### config.mk
export PLATFORM = sky130hd
export DESIGN_NAME = chunk_frame_deframer
export DESIGN_NICKNAME = d
export VERILOG_FILES = /design/src/rtl/core/cfd_pkg.sv /design/src/rtl/core/cfd_ram.sv /design/src/rtl/core/chunk_frame_deframer.sv
export SDC_FILE = /design/constraint.sdc
export NUM_CORES = 2
export LEC_CHECK = 0
export BUFFER_PORTS_ARGS = -buffer_cell sky130_fd_sc_hd__buf_2
export CAP_MARGIN = 5
export CORE_MARGIN = 4
export CORE_UTILIZATION = 45
export DETAILED_ROUTE_END_ITERATION = 8
export PLACE_DENSITY_LB_ADDON = 0.1
export RECOVER_POWER = 50
export SKIP_CTS_REPAIR_TIMING = 1
export SYNTH_ARGS = -nofsm -noshare
export SYNTH_HDL_FRONTEND = slang
export SYNTH_SLANG_ARGS = --single-unit
### constraint.sdc
create_clock -name clk -period 5.6 [get_ports clk]
set_clock_uncertainty 0.15 [all_clocks]
set_input_delay 1.12 -clock clk [delete_from_list [all_inputs] [get_ports clk]]
set_output_delay 1.12 -clock clk [all_outputs]
set_load 0.05 [all_outputs]
### src/rtl/core/cfd_pkg.sv
// ----------------------------------------------------------------------------
// cfd_pkg
// Shared constants and types for the chunk frame deframer.
// ----------------------------------------------------------------------------
`default_nettype none

package cfd_pkg;

  localparam int CHUNK_BYTES     = 256;
  localparam int MIN_FRAME_BYTES = 9;
  localparam int MAX_RESULTS     = 28;

  localparam int ADDR_W  = $clog2(CHUNK_BYTES);
  localparam int CNT_W   = ADDR_W + 1;
  localparam int RES_W   = $clog2(MAX_RESULTS + 1);
  localparam int WIDE_W  = 17;

  localparam logic [7:0] HEAD_A = 8'hAA;
  localparam logic [7:0] HEAD_B = 8'h55;
  localparam logic [7:0] TAIL_A = 8'h55;
  localparam logic [7:0] TAIL_B = 8'hAA;
  localparam int         FRAMING_BYTES = 6;

  localparam logic [8:0] MAX_PAYLOAD_RESET = 9'd250;

  typedef enum logic [3:0] {
    ST_IDLE,
    ST_CHK,
    ST_H0,
    ST_H1,
    ST_L0,
    ST_L1,
    ST_ADR,
    ST_TYP,
    ST_E0,
    ST_E1,
    ST_FIN
  } state_t;

  typedef struct packed {
    logic       found;
    logic [7:0] start;
    logic [8:0] total_len;
    logic [7:0] address;
    logic [7:0] ftype;
    logic       last;
  } res_t;

endpackage

`default_nettype wire

### src/rtl/core/cfd_ram.sv
// ----------------------------------------------------------------------------
// cfd_ram
// Generic single-write, single-read RAM with registered read data.
// ----------------------------------------------------------------------------
`default_nettype none

module cfd_ram #(
  parameter int WIDTH = 8,
  parameter int DEPTH = 256
) (
  input  wire logic                     clk,
  input  wire logic                     wr_en,
  input  wire logic [$clog2(DEPTH)-1:0] wr_addr,
  input  wire logic [WIDTH-1:0]         wr_data,
  input  wire logic [$clog2(DEPTH)-1:0] rd_addr,
  output logic      [WIDTH-1:0]         rd_data
);

  logic [WIDTH-1:0] mem [DEPTH];

  always_ff @(posedge clk) begin
    if (wr_en) begin
      mem[wr_addr] <= wr_data;
    end
    rd_data <= mem[rd_addr];
  end

endmodule

`default_nettype wire

### src/rtl/core/chunk_frame_deframer.sv
// ----------------------------------------------------------------------------
// chunk_frame_deframer
// Loads a chunk into RAM, then scans it for AA 55 / len / payload / 55 AA
// frames and reports each one, or a single empty result.
//
//   port group  dir  handshake          payload
//   in_*        in   in_valid/in_stall  in_rx_byte, in_chunk_end
//   out_*       out  out_valid/out_stall frame_found/start/total_len/
//                                       address/type, result_last
//   cfg_*       in   cfg_wr_en          cfg_max_payload_len
//
// A byte loads while idle. After the last byte the scan walks the chunk RAM
// through its single read port per offset: first header byte, second header
// byte, length, then a frame's address, type and tail bytes (waiting while
// the output is stalled), then it closes the scan. No byte is taken during
// the scan. Reset (rst_n low, synchronous) clears control state and sets the
// payload limit to 250. A stalled result holds in the output register.
// ----------------------------------------------------------------------------
`default_nettype none

module chunk_frame_deframer
  import cfd_pkg::*;
(
  input  wire logic       clk,
  input  wire logic       rst_n,
  input  wire logic       in_valid,
  output logic            in_stall,
  input  wire logic [7:0] in_rx_byte,
  input  wire logic       in_chunk_end,
  output logic            out_valid,
  input  wire logic       out_stall,
  output logic            out_frame_found,
  output logic [7:0]      out_frame_start,
  output logic [8:0]      out_frame_total_len,
  output logic [7:0]      out_frame_address,
  output logic [7:0]      out_frame_type,
  output logic            out_result_last,
  input  wire logic       cfg_wr_en,
  input  wire logic [8:0] cfg_max_payload_len
);

  state_t             state_r, state_nxt;
  logic [CNT_W-1:0]   fill_r, fill_nxt;
  logic [CNT_W-1:0]   len_r, len_nxt;
  logic [CNT_W-1:0]   pos_r, pos_nxt;
  logic [CNT_W-1:0]   tot_r, tot_nxt;
  logic [RES_W-1:0]   count_r, count_nxt;
  logic [7:0]         lo_r, lo_nxt;
  logic [7:0]         adr_r, adr_nxt;
  logic [7:0]         typ_r, typ_nxt;
  logic               pend_v_r, pend_v_nxt;
  res_t               pend_r, pend_nxt;
  logic               out_valid_r, out_valid_nxt;
  res_t               out_r, out_nxt;
  logic [8:0]         max_r;

  logic               in_xfer;
  logic               out_free;
  logic               wr_en;
  logic [ADDR_W-1:0]  rd_addr;
  logic [7:0]         rd_data;
  logic [CNT_W-1:0]   len_new;
  logic [WIDE_W-1:0]  payload_w;
  logic [WIDE_W-1:0]  total_w;
  logic               scan_done;
  logic               len_bad;
  logic               over_end;
  logic               push_ok;

  assign in_stall = (state_r != ST_IDLE);
  assign in_xfer  = in_valid && !in_stall;
  assign out_free = !out_valid_r || !out_stall;
  assign wr_en    = in_xfer && (fill_r < CNT_W'(CHUNK_BYTES));
  assign len_new  = (fill_r < CNT_W'(CHUNK_BYTES)) ? fill_r + CNT_W'(1) : fill_r;

  assign payload_w = WIDE_W'({rd_data, lo_r});
  assign total_w   = payload_w + WIDE_W'(FRAMING_BYTES);
  assign scan_done = (WIDE_W'(pos_r) + WIDE_W'(MIN_FRAME_BYTES) > WIDE_W'(len_r))
                     || (count_r == RES_W'(MAX_RESULTS));
  assign len_bad   = (payload_w > WIDE_W'(max_r)) || (total_w < WIDE_W'(MIN_FRAME_BYTES));
  assign over_end  = (WIDE_W'(pos_r) + total_w) > WIDE_W'(len_r);
  assign push_ok   = !pend_v_r || out_free;

  cfd_ram #(
    .WIDTH (8),
    .DEPTH (CHUNK_BYTES)
  ) u_chunk_ram (
    .clk     (clk),
    .wr_en   (wr_en),
    .wr_addr (fill_r[ADDR_W-1:0]),
    .wr_data (in_rx_byte),
    .rd_addr (rd_addr),
    .rd_data (rd_data)
  );

  always_comb begin
    unique case (state_r)
      ST_H0:   rd_addr = ADDR_W'(pos_r + CNT_W'(1));
      ST_H1:   rd_addr = ADDR_W'(pos_r + CNT_W'(2));
      ST_L0:   rd_addr = ADDR_W'(pos_r + CNT_W'(3));
      ST_L1:   rd_addr = ADDR_W'(pos_r + CNT_W'(4));
      ST_ADR:  rd_addr = ADDR_W'(pos_r + CNT_W'(5));
      ST_TYP:  rd_addr = ADDR_W'(pos_r + tot_r - CNT_W'(2));
      ST_E0,
      ST_E1:   rd_addr = ADDR_W'(pos_r + tot_r - CNT_W'(1));
      default: rd_addr = ADDR_W'(pos_r);
    endcase
  end

  // next state
  always_comb begin
    state_nxt = state_r;
    unique case (state_r)
      ST_IDLE: begin
        if (in_xfer && in_chunk_end) begin
          state_nxt = (len_new >= CNT_W'(MIN_FRAME_BYTES)) ? ST_CHK : ST_FIN;
        end
      end
      ST_CHK:  state_nxt = scan_done ? ST_FIN : ST_H0;
      ST_H0:   state_nxt = (rd_data == HEAD_A) ? ST_H1 : ST_CHK;
      ST_H1:   state_nxt = (rd_data == HEAD_B) ? ST_L0 : ST_CHK;
      ST_L0:   state_nxt = ST_L1;
      ST_L1: begin
        priority if (len_bad) begin
          state_nxt = ST_CHK;
        end else if (over_end) begin
          state_nxt = ST_FIN;
        end else begin
          state_nxt = ST_ADR;
        end
      end
      ST_ADR:  state_nxt = ST_TYP;
      ST_TYP:  state_nxt = ST_E0;
      ST_E0:   state_nxt = (rd_data == TAIL_A) ? ST_E1 : ST_CHK;
      ST_E1: begin
        if (rd_data != TAIL_B || push_ok) begin
          state_nxt = ST_CHK;
        end
      end
      ST_FIN:  state_nxt = out_free ? ST_IDLE : ST_FIN;
      default: state_nxt = ST_IDLE;
    endcase
  end

  // datapath and outputs
  always_comb begin
    fill_nxt      = fill_r;
    len_nxt       = len_r;
    pos_nxt       = pos_r;
    tot_nxt       = tot_r;
    count_nxt     = count_r;
    lo_nxt        = lo_r;
    adr_nxt       = adr_r;
    typ_nxt       = typ_r;
    pend_v_nxt    = pend_v_r;
    pend_nxt      = pend_r;
    out_valid_nxt = out_valid_r && out_stall;
    out_nxt       = out_r;

    unique case (state_r)
      ST_IDLE: begin
        if (in_xfer) begin
          if (in_chunk_end) begin
            fill_nxt   = '0;
            len_nxt    = len_new;
            pos_nxt    = '0;
            count_nxt  = '0;
            pend_v_nxt = 1'b0;
          end else begin
            fill_nxt = len_new;
          end
        end
      end
      ST_H0: begin
        if (rd_data != HEAD_A) begin
          pos_nxt = pos_r + CNT_W'(1);
        end
      end
      ST_H1: begin
        if (rd_data != HEAD_B) begin
          pos_nxt = pos_r + CNT_W'(1);
        end
      end
      ST_L0: lo_nxt = rd_data;
      ST_L1: begin
        tot_nxt = CNT_W'(total_w);
        if (len_bad) begin
          pos_nxt = pos_r + CNT_W'(1);
        end
      end
      ST_ADR: adr_nxt = rd_data;
      ST_TYP: typ_nxt = rd_data;
      ST_E0: begin
        if (rd_data != TAIL_A) begin
          pos_nxt = pos_r + CNT_W'(1);
        end
      end
      ST_E1: begin
        if (rd_data != TAIL_B) begin
          pos_nxt = pos_r + CNT_W'(1);
        end else if (push_ok) begin
          if (pend_v_r) begin
            out_valid_nxt = 1'b1;
            out_nxt       = pend_r;
          end
          pend_v_nxt         = 1'b1;
          pend_nxt.found     = 1'b1;
          pend_nxt.start     = 8'(pos_r);
          pend_nxt.total_len = 9'(tot_r);
          pend_nxt.address   = adr_r;
          pend_nxt.ftype     = typ_r;
          pend_nxt.last      = 1'b0;
          pos_nxt            = pos_r + tot_r;
          count_nxt          = count_r + RES_W'(1);
        end
      end
      ST_FIN: begin
        if (out_free) begin
          out_valid_nxt = 1'b1;
          if (pend_v_r) begin
            out_nxt = pend_r;
          end else begin
            out_nxt = '0;
          end
          out_nxt.last = 1'b1;
          pend_v_nxt   = 1'b0;
          pos_nxt      = '0;
        end
      end
      default: begin
      end
    endcase
  end

  always_ff @(posedge clk) begin
    if (!rst_n) begin
      state_r     <= ST_IDLE;
      fill_r      <= '0;
      pos_r       <= '0;
      count_r     <= '0;
      pend_v_r    <= 1'b0;
      out_valid_r <= 1'b0;
      max_r       <= MAX_PAYLOAD_RESET;
    end else begin
      state_r     <= state_nxt;
      fill_r      <= fill_nxt;
      pos_r       <= pos_nxt;
      count_r     <= count_nxt;
      pend_v_r    <= pend_v_nxt;
      out_valid_r <= out_valid_nxt;
      if (cfg_wr_en) begin
        max_r <= cfg_max_payload_len;
      end
    end
  end

  always_ff @(posedge clk) begin
    len_r  <= len_nxt;
    tot_r  <= tot_nxt;
    lo_r   <= lo_nxt;
    adr_r  <= adr_nxt;
    typ_r  <= typ_nxt;
    pend_r <= pend_nxt;
    out_r  <= out_nxt;
  end

  assign out_valid           = out_valid_r;
  assign out_frame_found     = out_r.found;
  assign out_frame_start     = out_r.start;
  assign out_frame_total_len = out_r.total_len;
  assign out_frame_address   = out_r.address;
  assign out_frame_type      = out_r.ftype;
  assign out_result_last     = out_r.last;

endmodule

`default_nettype wire
==> flow_summary.toml <==
[run]
cap_violations = 15

[hold_path]
hp-class = "flip-flop to flip-flop"
hold_path_end = "pend_r[6]$_DFFE_PP_"
min_from = "typ_r[5]$_DFFE_PP_"
holdPathStages = 0

[logic_synthesis]
netlist_instances = 6538
synth_mux_area_share_pct = 2.97
async_flop_share_pct = 0
yosysTopAreaCellShare_pct = 71.4
synth_cell_type_count = 92
synthAdderAreaFrac_pct = 0.907
synth_top_family_by_area = "compound AO/OA/AOI/OAI gates"
synth_xor_area_share_pct = 0.562
ys_ff_latch = 2204
yosys.area_share.simple_pct = 8.25
yosysTopAreaCell = "edfxtp_1"
yosysSeqAreaShare_pct = 72.4
synth_flop_cell = "edfxtp_1"
synth_edf_count = 2158
synth_fp_nets = 6625
synthTopCellsByArea = "edfxtp_1 71%, nand2_1 4.9%, a21oi_1 3.5%, mux2i_1 2.7%, a32oi_1 2.5%"
synth_compound_area_share_pct = 12.0
netlist_area_um2 = 90800
yosysWarnings = 0
syn_area_per_cell_um2 = 13.9

[critical_path]
cp.required_ps = 6260
worstPathArrival_ps = 6050
path_max_fanout = 14
reg2reg_from = "pos_r[5]$_SDFFE_PN0P_"
critPathCaptureType = "flip-flop"
r2r_slack_ps = 210
worstSetupPathType = "flip-flop to flip-flop"
r2r-end = "u_chunk_ram.rd_data[7]$_DFF_P_"
reg2reg_depth = 13
crit_path_start_kind = "flip-flop"

[timing]
final.hold.worst_slack_ps = 265
rsz0062_at_grt = "false"
max-slew-margin-rel_pct = -152
slew_viol_final = 1428
finalHoldViolations = 0
min_period_ps = 5390
clock.fmax_ghz = 0.185
timing.final.crit_share_pct = 96.3
setup_violations = 0
fin_ws_ps = 205
worstMarginPinSlew_ps = 3780
finalSetupTns_ps = 0

[grt]
antenna_found_initial = 10
grt_pass1_wl_mm = 379
grt_max_degree = 133
grt-ovfl-total = 0
grt_pass1_vias = 53386
grt_use_total_pct = 24.3

[cts]
cts_buffer_depth = 3
cts_max_level = 4
clock_latency_ps = 860
numCtsBuffers = 229
clk_pin_slew_worst_paths_ps = 70
clkSinkCount = 2204
tritoncts = "built"
cts_root_buffer = "clkbuf_16"

[route]
drcViolationCount = 0
drt_first_pass_iters = 6
drt_iter0_drc = 5893
via_per_inst = 5.97
wl_per_cell_um = 27.5
vias = 56413
ant_nets = 0
routed_wl_mm = 260

[outcome]
violations = "capacitance limit, slew limit"
outcome = "finished, violations left"

[power_and_ir_drop]
power_w = 0.0648
p_sw_share_pct = 42.5
vdd_drop_max_uv = 468
leakagePower_nw = 33.3
power_frac_clock_pct = 22.5
internal-power_w = 0.0373
sequentialPowerShare_pct = 28.6
p_comb_share_pct = 48.9
p_per_area_nw_per_um2 = 636
switching_power_w = 0.0275

[layout]
nets = 6692
syn_to_final_growth_pct = 12.2
n_fill_cell = 17086
drive_above_1_share_pct = 9.92

[floorplan]
dieArea_um2 = 209000
rows = 164
pin_count = 60
core_um2 = 200000
die_w_um = 457
initial_utilization_pct = 45.3
die_height_um = 457

[placed_design]
io_buffers = 59
place_hpwl_mm = 159
gp_congestion = 0.874
place_ws_ps = 48.4
[through the flow]
stage               std cells  instance area, um^2  utilization, %
global placement         9030                94900            47.4
detailed placement       9030                94900            47.4
finish                   9453               102000            50.9
floorplan                6538                90800               -
global route             9450               102000            50.9
CTS                      9448               102000            51.0
[registers in the layout, indices dropped and copies added, names as in the netlist]
register,count
adr_r,8
count_r,5
fill_r,9
len_r,9
lo_r,8
max_r,9
out_frame_address,8
out_frame_found,1
out_frame_start,8
out_frame_total_len,9
out_frame_type,8
out_result_last,1
out_valid,1
pend_r,33
pend_v_r,1
pos_r,9
state_r,4
tot_r,9
typ_r,8
u_chunk_ram.mem,2048
u_chunk_ram.rd_data,8
[kinds of logic after synthesis]
kind of cell | Yosys count
AO/OA/AOI/OAI | 1585
XOR/XNOR | 55
adder cells (fa/ha/maj) | 64
buffers and inverters | 543
flip-flops | 2204
multiplexers | 265
AND/OR/NAND/NOR | 1822
[layout make-up]
type	instances	area [um^2]	area share, %
diodes	5	12.5	0.0123
clock buffers	305	6290	6.17
clock inverters	113	843	0.828
inverters	58	218	0.214
multi-input cells	3791	22600	22.2
flip-flops and latches	2204	65700	64.5
well taps	2656	3320	3.26
repair buffers	321	2870	2.81
[power groups by stage]
stage          Clock [W]  Combinational, W  Sequential [W]
3_5_place_dp           0            0.0314          0.0188
6_report          0.0146            0.0317          0.0185
5_1_grt           0.0155            0.0339          0.0185
3_3_place_gp           0            0.0314          0.0188
2_1_floorplan          0            0.0195          0.0187
4_1_cts           0.0148            0.0315          0.0185
[placed cells by master, fill, tap and decap left out, types with 60 or more instances in the layout]
cell type / netlist / layout
mux2i_1: 245 / 245
a21oi_1: 641 / 638
a221oi_1: 211 / 207
nor2_1: 362 / 361
a32oi_1: 262 / 261
clkinv_1: 1 / 60
ha_1: 61 / 61
buf_4: 68 / 176
a211oi_1: 197 / 197
edfxtp_1: 2158 / 2158
clkbuf_1: 161 / 76
clkbuf_16: 0 / 238
nand2_1: 1178 / 1178
[layer usage]
metal	global-route usage (%)	vias up	wire length, um
met5	0	-	41
met4	6.51	6	6530
met3	3.49	368	17100
met2	38.0	2048	121000
met1	35.7	28705	116000
li1	-	25286	-
[how the worst max path moves through the flow]
stage	startpoint	endpoint	slack, ps	depth (start not counted)
global route	in_rx_byte[5]	u_chunk_ram.mem[73][5]$_DFFE_PP_	40	2
detailed placement	tot_r[0]$_DFFE_PP_	u_chunk_ram.rd_data[7]$_DFF_P_	50	17
global placement	tot_r[0]$_DFFE_PP_	u_chunk_ram.rd_data[7]$_DFF_P_	80	17
floorplan	u_chunk_ram.rd_data[4]$_DFF_P_	out_frame_address[0]$_DFFE_PP_	1590	5
finish	pos_r[5]$_SDFFE_PN0P_	u_chunk_ram.rd_data[7]$_DFF_P_	210	13
CTS	tot_r[0]$_DFFE_PP_	u_chunk_ram.rd_data[7]$_DFF_P_	10	17
[cell usage after synthesis (all sizes together), types with 4 or more instances]
cell and n:
a22oi 13, clkbuf 162, nor2b 47, and3 10
and2 56, o21bai 7, buf 323, ha 61
o32ai 19, xor2 22, mux2i 245, o22ai 21
a211o 6, nand3 49, a221oi 212, o221ai 4
nand2b 14, a221o 9, a31oi 41, a32oi 262
o21ai 45, o31ai 5, or3 8, inv 57
edfxtp 2158, nor4 12, dfxtp 46, nor3 43
o211ai 18, xnor2 31, a21oi 642, a21o 11
o2111ai 5, a311oi 21, nand4 16, mux2 18
or2 7, nand3b 4, nor2 365, o21a 14
a211oi 198, nand2 1178
[worst max-delay path, stage by stage, from the launching register on]
cell,delay (ps)
dfxtp_1,310
clkbuf_1,590
ha_1,390
or2_2,310
o22a_1,240
nor4_1,370
mux2i_1,270
o211ai_2,320
nand2b_1,630
buf_4,350
nor3_1,570
nor2_1,120
a211oi_1,510
a311o_1,200
Note: power is estimated with default switching activity, not from simulation.
